## config.mk

```make
export PLATFORM = sky130hd
export DESIGN_NAME = positional_process_queue
export DESIGN_NICKNAME = d
export VERILOG_FILES = /design/src/design/ppq_pkg.sv /design/src/design/positional_process_queue.sv /design/src/design/ppq_ram.sv /design/src/design/ppq_ctrl.sv
export SDC_FILE = /design/constraint.sdc
export NUM_CORES = 1
export LEC_CHECK = 0
export ABC_AREA = 0
export BUFFER_PORTS_ARGS = -buffer_cell sky130_fd_sc_hd__buf_2
export CAP_MARGIN = 20
export CORE_MARGIN = 8
export CORE_UTILIZATION = 41
export DETAILED_ROUTE_END_ITERATION = 10
export PLACE_DENSITY = 0.52
export SLEW_MARGIN = 10
export SYNTH_ARGS = -nofsm -noshare
export SYNTH_HDL_FRONTEND = slang
export SYNTH_HIERARCHICAL = 1
export SYNTH_SLANG_ARGS = --single-unit
```

## constraint.sdc

```tcl
create_clock -name clk -period 15.2 [get_ports clk]
set_clock_uncertainty 0.05 [all_clocks]
set_input_delay 3.04 -clock clk [delete_from_list [all_inputs] [get_ports clk]]
set_output_delay 3.04 -clock clk [all_outputs]
set_load 0.1 [all_outputs]
```

## src/design/ppq_pkg.sv

```systemverilog
// Shared types, codes and widths for the positional process queue.
package ppq_pkg;

    localparam int DEPTH_DEF        = 16;
    localparam int PAYLOAD_BITS_DEF = 32;

    localparam int REQ_W   = 2;
    localparam int IDX_W   = 5;
    localparam int ID_W    = 16;
    localparam int DATA_W  = 32;
    localparam int FOUND_W = 4;
    localparam int COUNT_W = 5;

    typedef enum logic [REQ_W-1:0] {
        REQ_INSERT = 2'd0,
        REQ_REMOVE = 2'd1,
        REQ_FIND   = 2'd2,
        REQ_CLEAR  = 2'd3
    } req_t;

    typedef enum logic [1:0] {
        ST_OK       = 2'd0,
        ST_FULL     = 2'd1,
        ST_BADIDX   = 2'd2,
        ST_NOTFOUND = 2'd3
    } status_t;

    typedef enum logic [3:0] {
        S_IDLE,
        S_INS_RD,
        S_INS_WR,
        S_INS_PUT,
        S_REM_RD,
        S_REM_WR,
        S_FIND_RD,
        S_FIND_CMP,
        S_DONE
    } state_t;

    typedef struct packed {
        status_t              status;
        logic [FOUND_W-1:0]   found_index;
        logic [COUNT_W-1:0]   count;
    } result_t;

endpackage

```

## src/design/positional_process_queue.sv

```systemverilog
// Top level of the positional process queue: sequencer, slot RAM and result register.
// One request is taken at a time and the block stalls its input until the request is done.
// All slot traffic goes through a single RAM with one write and one registered read port,
// so every entry moved or examined takes a read state followed by a write or compare state.
// Clear and a rejected request go straight to the done state, from which the result is
// handed over. The result sits in an output register, so a new request is accepted while
// the previous result still waits to be taken.
module positional_process_queue #(
    parameter int DEPTH        = ppq_pkg::DEPTH_DEF,
    parameter int PAYLOAD_BITS = ppq_pkg::PAYLOAD_BITS_DEF
) (
    input  logic                          clk,
    input  logic                          rst_n,
    input  logic                          in_valid,
    output logic                          in_stall,
    input  logic [ppq_pkg::REQ_W-1:0]     req_type,
    input  logic                          at_end,
    input  logic [ppq_pkg::IDX_W-1:0]     index,
    input  logic [ppq_pkg::ID_W-1:0]      proc_id,
    input  logic [ppq_pkg::DATA_W-1:0]    entry_data,
    output logic                          out_valid,
    input  logic                          out_stall,
    output logic [1:0]                    status,
    output logic [ppq_pkg::FOUND_W-1:0]   found_index,
    output logic [ppq_pkg::COUNT_W-1:0]   count
);

    localparam int AW = $clog2(DEPTH);
    localparam int RW = ppq_pkg::ID_W + PAYLOAD_BITS;

    logic              res_valid;
    logic              res_take;
    ppq_pkg::result_t  res;
    logic              ram_we;
    logic [AW-1:0]     ram_waddr;
    logic [RW-1:0]     ram_wdata;
    logic [AW-1:0]     ram_raddr;
    logic [RW-1:0]     ram_rdata;

    logic              out_valid_reg;
    ppq_pkg::result_t  out_res_reg;

    ppq_ctrl #(
        .DEPTH        (DEPTH),
        .PAYLOAD_BITS (PAYLOAD_BITS),
        .AW           (AW),
        .RW           (RW)
    ) u_ctrl (
        .clk        (clk),
        .rst_n      (rst_n),
        .in_valid   (in_valid),
        .in_stall   (in_stall),
        .req_type   (req_type),
        .at_end     (at_end),
        .index      (index),
        .proc_id    (proc_id),
        .entry_data (entry_data),
        .res_valid  (res_valid),
        .res        (res),
        .res_take   (res_take),
        .ram_we     (ram_we),
        .ram_waddr  (ram_waddr),
        .ram_wdata  (ram_wdata),
        .ram_raddr  (ram_raddr),
        .ram_rdata  (ram_rdata)
    );

    ppq_ram #(
        .WIDTH (RW),
        .DEPTH (DEPTH)
    ) u_slots (
        .clk   (clk),
        .we    (ram_we),
        .waddr (ram_waddr),
        .wdata (ram_wdata),
        .raddr (ram_raddr),
        .rdata (ram_rdata)
    );

    // The output register is free when empty or when its transaction completes this cycle.
    assign res_take = !out_valid_reg || !out_stall;

    always_ff @(posedge clk or negedge rst_n)
    begin
        if (!rst_n)
        begin
            out_valid_reg <= 1'b0;
        end
        else if (res_take)
        begin
            out_valid_reg <= res_valid;
        end
    end

    always_ff @(posedge clk)
    begin
        if (res_take && res_valid)
        begin
            out_res_reg <= res;
        end
    end

    assign out_valid   = out_valid_reg;
    assign status      = out_res_reg.status;
    assign found_index = out_res_reg.found_index;
    assign count       = out_res_reg.count;

endmodule

```

## src/design/ppq_ram.sv

```systemverilog
// Generic single-write, single-read RAM with registered read data.
module ppq_ram #(
    parameter int WIDTH = 8,
    parameter int DEPTH = 16
) (
    input  logic                     clk,
    input  logic                     we,
    input  logic [$clog2(DEPTH)-1:0] waddr,
    input  logic [WIDTH-1:0]         wdata,
    input  logic [$clog2(DEPTH)-1:0] raddr,
    output logic [WIDTH-1:0]         rdata
);

    logic [WIDTH-1:0] mem [DEPTH];

    always_ff @(posedge clk)
    begin
        if (we)
        begin
            mem[waddr] <= wdata;
        end
        rdata <= mem[raddr];
    end

endmodule

```

## src/design/ppq_ctrl.sv

```systemverilog
// Request sequencer: shifts, searches and counts through the shared slot RAM.
module ppq_ctrl #(
    parameter int DEPTH        = ppq_pkg::DEPTH_DEF,
    parameter int PAYLOAD_BITS = ppq_pkg::PAYLOAD_BITS_DEF,
    parameter int AW           = $clog2(DEPTH),
    parameter int RW           = ppq_pkg::ID_W + PAYLOAD_BITS
) (
    input  logic                        clk,
    input  logic                        rst_n,
    input  logic                        in_valid,
    output logic                        in_stall,
    input  logic [ppq_pkg::REQ_W-1:0]   req_type,
    input  logic                        at_end,
    input  logic [ppq_pkg::IDX_W-1:0]   index,
    input  logic [ppq_pkg::ID_W-1:0]    proc_id,
    input  logic [ppq_pkg::DATA_W-1:0]  entry_data,
    output logic                        res_valid,
    output ppq_pkg::result_t            res,
    input  logic                        res_take,
    output logic                        ram_we,
    output logic [AW-1:0]               ram_waddr,
    output logic [RW-1:0]               ram_wdata,
    output logic [AW-1:0]               ram_raddr,
    input  logic [RW-1:0]               ram_rdata
);

    localparam int CW    = $clog2(DEPTH + 1);
    localparam int CMP_W = (CW > ppq_pkg::IDX_W) ? CW : ppq_pkg::IDX_W;

    ppq_pkg::state_t    state_reg, state_next;
    ppq_pkg::status_t   status_reg, status_next;
    logic [CW-1:0]      fill_reg, fill_next;
    logic [AW-1:0]      k_reg, k_next;
    logic [AW-1:0]      pos_reg, pos_next;
    logic [AW-1:0]      found_reg, found_next;
    logic [ppq_pkg::ID_W-1:0]  pid_reg, pid_next;
    logic [PAYLOAD_BITS-1:0]   data_reg, data_next;

    logic [CMP_W-1:0]   fill_ext;
    logic [CMP_W-1:0]   ins_pos;
    logic [CMP_W-1:0]   rem_pos;
    logic [ppq_pkg::ID_W-1:0]  slot_id;

    assign fill_ext = CMP_W'(fill_reg);
    assign ins_pos  = at_end ? fill_ext : CMP_W'(index);
    assign rem_pos  = at_end ? '0 : CMP_W'(index);
    assign slot_id  = ram_rdata[RW-1 -: ppq_pkg::ID_W];

    always_ff @(posedge clk or negedge rst_n)
    begin
        if (!rst_n)
        begin
            state_reg <= ppq_pkg::S_IDLE;
            fill_reg  <= '0;
        end
        else
        begin
            state_reg <= state_next;
            fill_reg  <= fill_next;
        end
    end

    always_ff @(posedge clk)
    begin
        status_reg <= status_next;
        k_reg      <= k_next;
        pos_reg    <= pos_next;
        found_reg  <= found_next;
        pid_reg    <= pid_next;
        data_reg   <= data_next;
    end

    always_comb
    begin
        state_next  = state_reg;
        status_next = status_reg;
        fill_next   = fill_reg;
        k_next      = k_reg;
        pos_next    = pos_reg;
        found_next  = found_reg;
        pid_next    = pid_reg;
        data_next   = data_reg;
        ram_we      = 1'b0;
        ram_waddr   = k_reg;
        ram_wdata   = ram_rdata;
        ram_raddr   = k_reg;
        in_stall    = (state_reg != ppq_pkg::S_IDLE);
        res_valid   = (state_reg == ppq_pkg::S_DONE);

        case (state_reg)
            ppq_pkg::S_IDLE:
            begin
                if (in_valid)
                begin
                    pid_next    = proc_id;
                    data_next   = PAYLOAD_BITS'(entry_data);
                    status_next = ppq_pkg::ST_OK;
                    found_next  = '0;
                    state_next  = ppq_pkg::S_DONE;
                    case (ppq_pkg::req_t'(req_type))
                        ppq_pkg::REQ_INSERT:
                        begin
                            // The full check takes precedence over the position check.
                            if (fill_reg == CW'(DEPTH))
                            begin
                                status_next = ppq_pkg::ST_FULL;
                            end
                            else if (ins_pos > fill_ext)
                            begin
                                status_next = ppq_pkg::ST_BADIDX;
                            end
                            else
                            begin
                                pos_next = AW'(ins_pos);
                                k_next   = AW'(fill_reg);
                                if (ins_pos == fill_ext)
                                begin
                                    state_next = ppq_pkg::S_INS_PUT;
                                end
                                else
                                begin
                                    state_next = ppq_pkg::S_INS_RD;
                                end
                            end
                        end
                        ppq_pkg::REQ_REMOVE:
                        begin
                            if (rem_pos >= fill_ext)
                            begin
                                status_next = ppq_pkg::ST_BADIDX;
                            end
                            else
                            begin
                                k_next = AW'(rem_pos);
                                if (rem_pos + CMP_W'(1) < fill_ext)
                                begin
                                    state_next = ppq_pkg::S_REM_RD;
                                end
                                else
                                begin
                                    fill_next = fill_reg - CW'(1);
                                end
                            end
                        end
                        ppq_pkg::REQ_FIND:
                        begin
                            k_next = '0;
                            if (fill_reg == '0)
                            begin
                                status_next = ppq_pkg::ST_NOTFOUND;
                            end
                            else
                            begin
                                state_next = ppq_pkg::S_FIND_RD;
                            end
                        end
                        default:
                        begin
                            fill_next = '0;
                        end
                    endcase
                end
            end

            // Opening a gap: each entry from the tail down to the position moves up one slot.
            ppq_pkg::S_INS_RD:
            begin
                ram_raddr  = k_reg - AW'(1);
                state_next = ppq_pkg::S_INS_WR;
            end
            ppq_pkg::S_INS_WR:
            begin
                ram_we    = 1'b1;
                ram_waddr = k_reg;
                ram_wdata = ram_rdata;
                k_next    = k_reg - AW'(1);
                if (k_reg - AW'(1) == pos_reg)
                begin
                    state_next = ppq_pkg::S_INS_PUT;
                end
                else
                begin
                    state_next = ppq_pkg::S_INS_RD;
                end
            end
            ppq_pkg::S_INS_PUT:
            begin
                ram_we     = 1'b1;
                ram_waddr  = pos_reg;
                ram_wdata  = {pid_reg, data_reg};
                fill_next  = fill_reg + CW'(1);
                state_next = ppq_pkg::S_DONE;
            end

            // Closing the gap: each entry above the position moves down one slot.
            ppq_pkg::S_REM_RD:
            begin
                ram_raddr  = k_reg + AW'(1);
                state_next = ppq_pkg::S_REM_WR;
            end
            ppq_pkg::S_REM_WR:
            begin
                ram_we    = 1'b1;
                ram_waddr = k_reg;
                ram_wdata = ram_rdata;
                k_next    = k_reg + AW'(1);
                if (CW'(k_reg) + CW'(2) < fill_reg)
                begin
                    state_next = ppq_pkg::S_REM_RD;
                end
                else
                begin
                    fill_next  = fill_reg - CW'(1);
                    state_next = ppq_pkg::S_DONE;
                end
            end

            ppq_pkg::S_FIND_RD:
            begin
                ram_raddr  = k_reg;
                state_next = ppq_pkg::S_FIND_CMP;
            end
            ppq_pkg::S_FIND_CMP:
            begin
                if (slot_id == pid_reg)
                begin
                    found_next = k_reg;
                    state_next = ppq_pkg::S_DONE;
                end
                else if (CW'(k_reg) + CW'(1) < fill_reg)
                begin
                    k_next     = k_reg + AW'(1);
                    state_next = ppq_pkg::S_FIND_RD;
                end
                else
                begin
                    status_next = ppq_pkg::ST_NOTFOUND;
                    state_next  = ppq_pkg::S_DONE;
                end
            end

            ppq_pkg::S_DONE:
            begin
                if (res_take)
                begin
                    state_next = ppq_pkg::S_IDLE;
                end
            end

            default:
            begin
                state_next = ppq_pkg::S_IDLE;
            end
        endcase
    end

    assign res.status      = status_reg;
    assign res.found_index = ppq_pkg::FOUND_W'(found_reg);
    assign res.count       = ppq_pkg::COUNT_W'(fill_reg);

endmodule

```

# == Word-level counts from Yosys, hierarchy flattened ==
# Memories as Yosys holds them, arrays and structs flattened. A register that Yosys moved wholly into a read port is not among the register bits.
# Index checks and enable logic that the tools add are counted.
# word_totals
register_bits,83
ramBits,768
inputBits,60
output_inout_bits,13
elab_cells,122
memories,1
# memory_table
name,words,word_bits,read_ports,rd_clocked_by_memory_dff,wr,line,source
u_slots.mem,16,48,1,1,1,ppq_ram.sv:14,logic [WIDTH-1:0] mem [DEPTH];
# op_classes
n_addsub,7
magnitude_cmp,5
eq_ne,27
muxes,48
bitwise,2
n_reduce_logical,20
# ops
op,count
two-way mux 4 bit,19
two-way mux 48 bit,1
one-hot mux 4 bit (9 select lines),1
two-way mux 5 bit,6
one-hot mux 4 bit (3 select lines),2
two-way mux 2 bit,9
== test 16 bit,1
"== test 4 x 3 -> 1 bit, second input constant",4
one-hot mux 4 bit (2 select lines),2
one-hot mux 4 bit (4 select lines),1
< comparator 5 bit,3
one-hot mux 5 bit (3 select lines),1
"inequality test 3 bit, second input constant",4
"adder 5 x 1 -> 5 bit, second input constant",2
"inequality test 2 bit, second input constant",5
one-hot mux 5 bit (2 select lines),1
"== test 4 x 2 -> 1 bit, second input constant",2
AND reduction 8 bit,1
nonzero test 4 bit,2
"inequality test 2 x 1 -> 1 bit, second input constant",3
one-hot mux 2 bit (3 select lines),1
AND reduction 6 bit,1
"adder 4 x 1 -> 5 bit, second input constant",1
"adder 4 x 2 -> 5 bit, second input constant",1
other kinds (30),35

# == Logic depth before layout (Yosys ltp) ==
# Gate-level depths: netlist (run 1).
# depth
depth_word,8
depth_mapped,11
ltp_nobuf,10

# == By module ==
# Netlist (run 1), hierarchy kept.
# modules_own_cells
module,instances,cells_each,area_per_inst_um2,seq_area_each_um2
ppq_ram,1,1242,29691.0,24023.0
ppq_ctrl,1,521,4682.0,2087.0
positional_process_queue,1,15,377.9,355.3

# == Worst setup path after synthesis (run 1) ==
# OpenSTA, ideal clock, no wires.
# synth_timing
path_kind,flip-flop to flip-flop
from,register u_ctrl.state_reg[2]
to,memory u_slots/mem[0][0] (netlist bit) (enable)
setup_ns,0.513
arrival_ns,5.140
required_ns,14.637
setup_slack_ns,9.497
stages_incl_launch_ff,7
n_path_buf,2
synth_period_minus_slack_ns,5.703
cell_sequence,dfrtp_1 -> buf_2 -> nor3_1 -> clkbuf_1 -> o21ai_0 -> or3b_2 -> nor3_1
# synth_between
elab_cells_between_ends,8
cone_classes,3 x eq/ne; 4 x mux; 1 x reduce/logical
# synth_rtl
item,line,source
"start, declared",ppq_ctrl.sv:30,"ppq_pkg::state_t state_reg, state_next;"
"start signal, assigned",ppq_ctrl.sv:53,state_reg <= ppq_pkg::S_IDLE;
"start signal, assigned",ppq_ctrl.sv:58,state_reg <= state_next;
== test 4 x 2 -> 1 bit,ppq_ctrl.sv:90,case (state_reg)
two-way mux 4 bit,ppq_ctrl.sv:90,
via ram_waddr[2],positional_process_queue.sv:35,logic [AW-1:0] ram_waddr;
"end, declared",ppq_ram.sv:14,
# The timed path passes the listed nets, and every way through them passes these cells.

# == Worst setup path in the final report (run 1) ==
# layout_timing
from,input port at_end
to,register u_ctrl.state_reg[1]
# layout_between
elab_chain_cells,8
elab_cells_between_ends,12
cone_classes,2 x order compare; 1 x eq/ne; 9 x mux
# layout_lines
item,line,source
"start, declared",positional_process_queue.sv:17,"input logic at_end,"
two-way mux 5 bit *,ppq_ctrl.sv:45,assign ins_pos = at_end ? fill_ext : CMP_W'(index);
via u_ctrl.ins_pos[3],ppq_ctrl.sv:40,logic [CMP_W-1:0] ins_pos;
branches (longest 2 deep; another with > comparator 5 bit),-,
two-way mux 4 bit *,ppq_ctrl.sv:108,else if (ins_pos > fill_ext)
two-way mux 4 bit *,ppq_ctrl.sv:104,if (fill_reg == CW'(DEPTH))
one-hot mux 4 bit (3 select lines) *,ppq_ctrl.sv:100,case (ppq_pkg::req_t'(req_type))
two-way mux 4 bit *,ppq_ctrl.sv:93,if (in_valid)
one-hot mux 4 bit (9 select lines) *,ppq_ctrl.sv:90,
# Mark *: on every way through the listed nets, which the timed path passes. The select of a mux whose other input is x is not followed.
# A chain may end at the register's enable or synchronous reset.

==> summary.txt, run 1 <==
GRT
  • Total GRT Usage: 16.8%
  • Initial antenna violation count: 0
  • Vias in the first global route: 7752
  • Largest net degree at the start of global routing: 49
  • Grt ovf: 0
  • Global-route wire length before repair: 48.7 mm

Die
  • Die Wd: 199 um
  • Row cnt: 67
  • Top Ports: 73
  • Die height: 199 um
  • Die area: 39800 um2
  • Core ar.: 33400 um2
  • Initial core utilization: 41.3%

CTS
  • CTS tree: done
  • Maximum root-to-sink buffer count: 3
  • Worst-skew pair later-pin latency: 0.51 ns
  • Worst-path clk slew: 0.06 ns
  • Setup Fix Bufs, Post-CTS: 0
  • Clk sinks: 323
  • H-tree Lvls: 2
  • # resized after CTS: 0
  • Hold_buf cts: 0
  • Root buf cell: clkbuf_16
  • Num CTS Buffers: 36

Setup path
  • Critical Path End Type: flop
  • Kind of critical path: input port to flop
  • R2R Path Start: u_ctrl/state_reg[2]
  • Arr. time, crit path: 5.77 ns
  • Reg2reg end: u_slots/rdata[46]
  • Setup crit start: at_end
  • CP endpoint: u_ctrl/state_reg[1]
  • Setup crit start kind: input port
  • Max FO, Critical Path: 13
  • Required @ worst endpoint: 15.57 ns
  • R2r setup slk: 10.85 ns
  • Worst Reg-to-Reg Cells: 9

Power and ir drop
  • Leakage Power: 0.00543 uW
  • IR drop worst, VDD: 0.150 mV
  • Power density over the cells: 232 nW/um2
  • Comb power frac: 41.0%
  • Net Sw Power: 1310 uW
  • Sw Share: 35.8%
  • Sequential share of power: 35.2%
  • Cell Int Power: 2340 uW
  • Clock power frac: 23.8%

Finish
  • Area occupied by multi-input gates: 4050 um2
  • Reg area: 9490 um2
  • Fill cells: 2932
  • Commonest cells after routing, fill and taps aside: edfxtp_1 (297), nand2_1 (94), mux4_2 (64)
  • Ant. Diodes: 0
  • Share of cells above drive strength 1: 22.7%
  • Largest register FFs: 256
  • NumNets Final: 989
  • Commonest non-fill, non-tap cell in the layout: edfxtp_1
  • Area Overhead vs Synth: 14.2%

Timing
  • Fmax: 0.185 GHz
  • Rel. slew slack: 23.9%
  • Unrepaired setup endpoints after global routing: no
  • Fin crit share: 35.5%
  • Worst Max-Slew Pin Slew: 1.14 ns
  • Hold WS: 0.373 ns
  • Fin. Hold Viols: 0
  • Endpoints failing setup: 0
  • Final Max Slew Viols: 0
  • Final setup TNS: 0 ns
  • Tmin final: 5.40 ns

Drt
  • Drt wl/cell: 24.1 um
  • Vias per cell: 5.56
  • Total wire length: 33.0 mm
  • DRC violations left: 0
  • First DRT Iteration DRCs: 579
  • Detail Route Antenna Nets: 0
  • Initial DRT Pass Iterations: 5
  • Vias: 7624

Logic synthesis
  • Mapped Area: 13800 um2
  • Mean area per synthesized cell: 16.2 um2
  • Cells after synthesis: 852
  • Yosys warns: 6
  • Synth Net Count: 945

Hold path
  • Hold Startpoint: u_ctrl/found_reg[1]
  • Hold WC Path Type: flop to flop

Flow run
  • MaxCap Viol Count: 0

Place
  • GP Congestion: 0.800
  • I/O Buffers: 40
  • DP HPWL: 20.2 mm

Run status
  • Outcome: finished clean
[layer usage]
| metal | vias to the layer above | part of all wire (%) | track usage [%] |
|---|---|---|---|
| li1 | 3410 | - | - |
| met1 | 3936 | 43 | 21.8 |
| met2 | 216 | 50 | 28.7 |
| met3 | 62 | 4.3 | 2.58 |
| met4 | 0 | 2.5 | 5.07 |
| met5 | - | 0 | 0 |
[worst min path at each step]
stage                                 to  slack (ns)  cells after the start
after floorplan           found_index[0]        0.35                      0
after global placement    found_index[0]        0.37                      0
after detailed placement  found_index[2]        0.36                      0
after CTS                 found_index[1]        0.38                      0
after global routing      found_index[1]        0.39                      0
final                     found_index[1]        0.37                      0
[cell type report]
cell class | instances | area share (%)
timing repair buffer | 65 | 2.41
inverter | 17 | 0.405
tap | 448 | 3.56
clock inverter | 14 | 1.20
multi-input combinational | 453 | 25.7
clock buffer | 50 | 6.45
sequential | 323 | 60.2
[worst max-delay path, cell delays in order]
cell	delay, ns
buf_2	0.23
nor2b_1	0.15
a21o_1	0.21
ha_1	0.30
nand3_1	0.09
nor2_1	0.31
a31oi_1	0.14
a2111oi_0	0.92
a211oi_1	0.16
a31oi_1	0.23
[metrics by stage]
stage                     area (um2)  utilization, %  instances  setup WS, ns  power, uW
after floorplan                13800               -        852          9.65       2460
after global placement         14500            43.6       1303          8.93       2780
after detailed placement       14500            43.6       1303          8.85       2810
after CTS                      15700            47.2       1367          9.38       3690
after global routing           15800            47.2       1370          9.76       3850
final                          15800            47.2       1370          9.80       3650
[power by group through the flow]
stage	Combinational, uW	Clock (uW)	Sequential [uW]
6_report	1500	870	1290
5_1_grt	1640	922	1300
4_1_cts	1510	890	1290
3_5_place_dp	1510	0	1300
3_3_place_gp	1480	0	1300
2_1_floorplan	1150	0	1310
Power figures use the tool's default switching activity.
==> run 2: changes to the inputs <==
- PLACE_DENSITY: 0.52 -> 0.54
- clock period: 15.2 -> 4.7 ns (I/O delays scaled with it)
==> run 2 against run 1 <==
  * Sequential power rose to 3.2 times the previous value
  * Register-to-register slack worse by 9.8 ns
  * Cell count up 1.0%
  * Via count shrank 0.98%
  * Utilization increased by 0.61 points
  * Sequential share of layout area fell by 0.77 points
  * Die area did not move
  * Critical path type is now flop to flop
  * Critical endpoint is now u_slots/mem[7][37]
  * Largest cell class unchanged
  * Highest routed layer unchanged
==> summary.txt, run 2 (synthesis results as in run 1) <==
Finish
  • Final core occ: 47.8% (was 47.2%)
  • Commonest cells after routing, fill and taps aside: edfxtp_1 (297), nand2_1 (94), mux4_2 (64) (unchanged)
  • Commonest non-fill, non-tap cell in the layout: edfxtp_1 (unchanged)
  • Design area: 16000 um2 (was 15800 um2)
  • Ant. Diodes: 0 (unchanged)
  • Largest register FFs: 256 (unchanged)
  • Share of cells above drive strength 1: 24.3% (was 22.7%)
  • NumNets Final: 1002 (was 989)
  • Layout Cells excl Fill: 1384 (was 1370)
  • Area Overhead vs Synth: 15.7% (was 14.2%)

Timing
  • Tmin final: 3.63 ns
  • Fin. Hold Viols: 0 (unchanged)
  • Unrepaired setup endpoints after global routing: no (unchanged)
  • Worst Max-Slew Pin Slew: 1.01 ns (was 1.14 ns)
  • Final setup TNS: 0 ns (unchanged)
  • Rel. slew slack: 32.2% (was 23.9%)
  • Fin crit share: 77.2%
  • Final Max Slew Viols: 0 (unchanged)
  • Endpoints failing setup: 0 (unchanged)
  • Fmax: 0.276 GHz
  • Final worst slack: 1.07 ns (was 9.80 ns)

CTS
  • Root buf cell: clkbuf_16 (unchanged)
  • Setup Fix Bufs, Post-CTS: 0 (unchanged)
  • Clk sinks: 323 (unchanged)
  • Num CTS Buffers: 36 (unchanged)
  • CTS tree: done (unchanged)
  • Worst-skew pair later-pin latency: 0.53 ns (was 0.51 ns)
  • # resized after CTS: 0 (unchanged)
  • H-tree Lvls: 2 (unchanged)
  • Hold_buf cts: 0 (unchanged)
  • Maximum root-to-sink buffer count: 3 (unchanged)
  • Worst-path clk slew: 0.06 ns (about the same)

Drt
  • First DRT Iteration DRCs: 563 (was 579)
  • Initial DRT Pass Iterations: 5 (unchanged)
  • DRC violations left: 0 (unchanged)
  • Detail Route Antenna Nets: 0 (unchanged)
  • Vias: 7549 (was 7624)
  • Vias per cell: 5.45 (was 5.56)
  • Total wire length: 32.2 mm (was 33.0 mm)
  • Drt wl/cell: 23.3 um (was 24.1 um)

Die
  • Top Ports: 73 (unchanged)
  • Initial core utilization: 41.3% (unchanged)
  • Core ar.: 33400 um2 (unchanged)
  • Die Wd: 199 um (unchanged)
  • Die area: 39800 um2 (unchanged)
  • Die height: 199 um (unchanged)
  • Row cnt: 67 (unchanged)

Power and ir drop
  • Power density over the cells: 749 nW/um2 (was 232 nW/um2)
  • Leakage Power: 0.00554 uW (was 0.00543 uW)
  • IR drop worst, VDD: 0.495 mV (was 0.150 mV)

Setup path
  • Setup crit start kind: flop (was input port)
  • Highest-delay cell along the critical path: dfrtp_1 (was a2111oi_0)
  • Arr. time, crit path: 3.81 ns (was 5.77 ns)
  • Max FO, Critical Path: 16 (was 13)
  • Largest stage delay, worst path: 0.71 ns (was 0.92 ns)
  • Critical Path End Type: flop (unchanged)
  • Crit-path cells: nand2_1 -> nor3_2 -> buf_4 -> nand2_1 -> o21ai_0 -> nand2_1 -> nor2_2 -> buf_12 (was buf_2 -> nor2b_1 -> a21o_1 -> ha_1 -> nand3_1 -> nor2_1 -> a31oi_1 -> a2111oi_0 -> a211oi_1 -> a31oi_1)
  • Crit-path most repeated cell: nand2_1 (was a31oi_1)
  • Worst Reg-to-Reg Cells: 8 (was 9)
  • Required @ worst endpoint: 4.88 ns (was 15.57 ns)
  • Kind of critical path: flop to flop (was input port to flop)

GRT
  • Vias in the first global route: 7657 (was 7752)
  • Grt ovf: 0 (unchanged)
  • Largest net degree at the start of global routing: 37 (was 49)
  • Initial antenna violation count: 0 (unchanged)
  • Global-route wire length before repair: 48.6 mm (was 48.7 mm)
  • Total GRT Usage: 16.6% (was 16.8%)

Hold path
  • Hold WC Path Type: input port to asynchronous set/reset pin (was flop to flop)

Place
  • I/O Buffers: 40 (unchanged)
  • DP HPWL: 20.4 mm (was 20.2 mm)
  • Place WS: 0.998 ns (was 8.85 ns)
  • Dpl cells: 1319 (was 1303)
  • GP Congestion: 0.851 (was 0.800)
  • Placed Area: 14700 um2 (was 14500 um2)

Flow run
  • MaxCap Viol Count: 0 (unchanged)

Run status
  • Outcome: finished clean (unchanged)
run 2: where the power goes:
part,switching [uW],internal (uW)
sequential,258,3900
combinational,2890,2050
clock,1120,1730
total,4270,7680
run 2: final timing paths:
check                               startpoint                  to  slack [ns]
max                        u_ctrl/state_reg[0]  u_slots/mem[7][37]        1.07
min                                      rst_n  u_ctrl/fill_ext[4]        0.23
max reg2reg                u_ctrl/state_reg[0]  u_slots/mem[7][37]        1.07
min reg2reg                u_ctrl/found_reg[3]      found_index[3]        0.37
max in group asynchronous                rst_n  u_ctrl/fill_ext[2]        4.16
min in group clk           u_ctrl/found_reg[3]      found_index[3]        0.37
run 2: per-layer routing:
metal	track usage (%)	up-vias	part of all wire [%]
li1	-	3441	-
met2	27.8	177	50
met5	0	-	0
met1	22.2	3891	44
met4	4.28	0	2.0
met3	2.68	40	5.0
run 2: final cells by class:
class,instances,area [um2]
Clock buffer,45,996
Inverter,17,63.8
Timing Repair Buffer,78,586
Multi-Input combinational cell,453,4040
Clock inverter,20,220
Fill cell,2893,17400
Sequential cell,323,9490
Tap cell,448,561
run 2: stage by stage:
| step | power, uW | hold WS (ns) |
|---|---|---|
| after floorplan | 7950 | 0.350 |
| after CTS | 12100 | 0.223 |
| after global routing | 12600 | 0.241 |
| after detailed placement | 9220 | 0.363 |
| after global placement | 9210 | 0.358 |
| final | 11900 | 0.229 |
run 2: worst max-delay path, delay by kind of cell (launching register included):
kind / cells / cell delay (ns)
compound gates: 1 / 0.36
buf+inv: 2 / 0.54
flops: 1 / 0.71
simple gates: 5 / 1.65
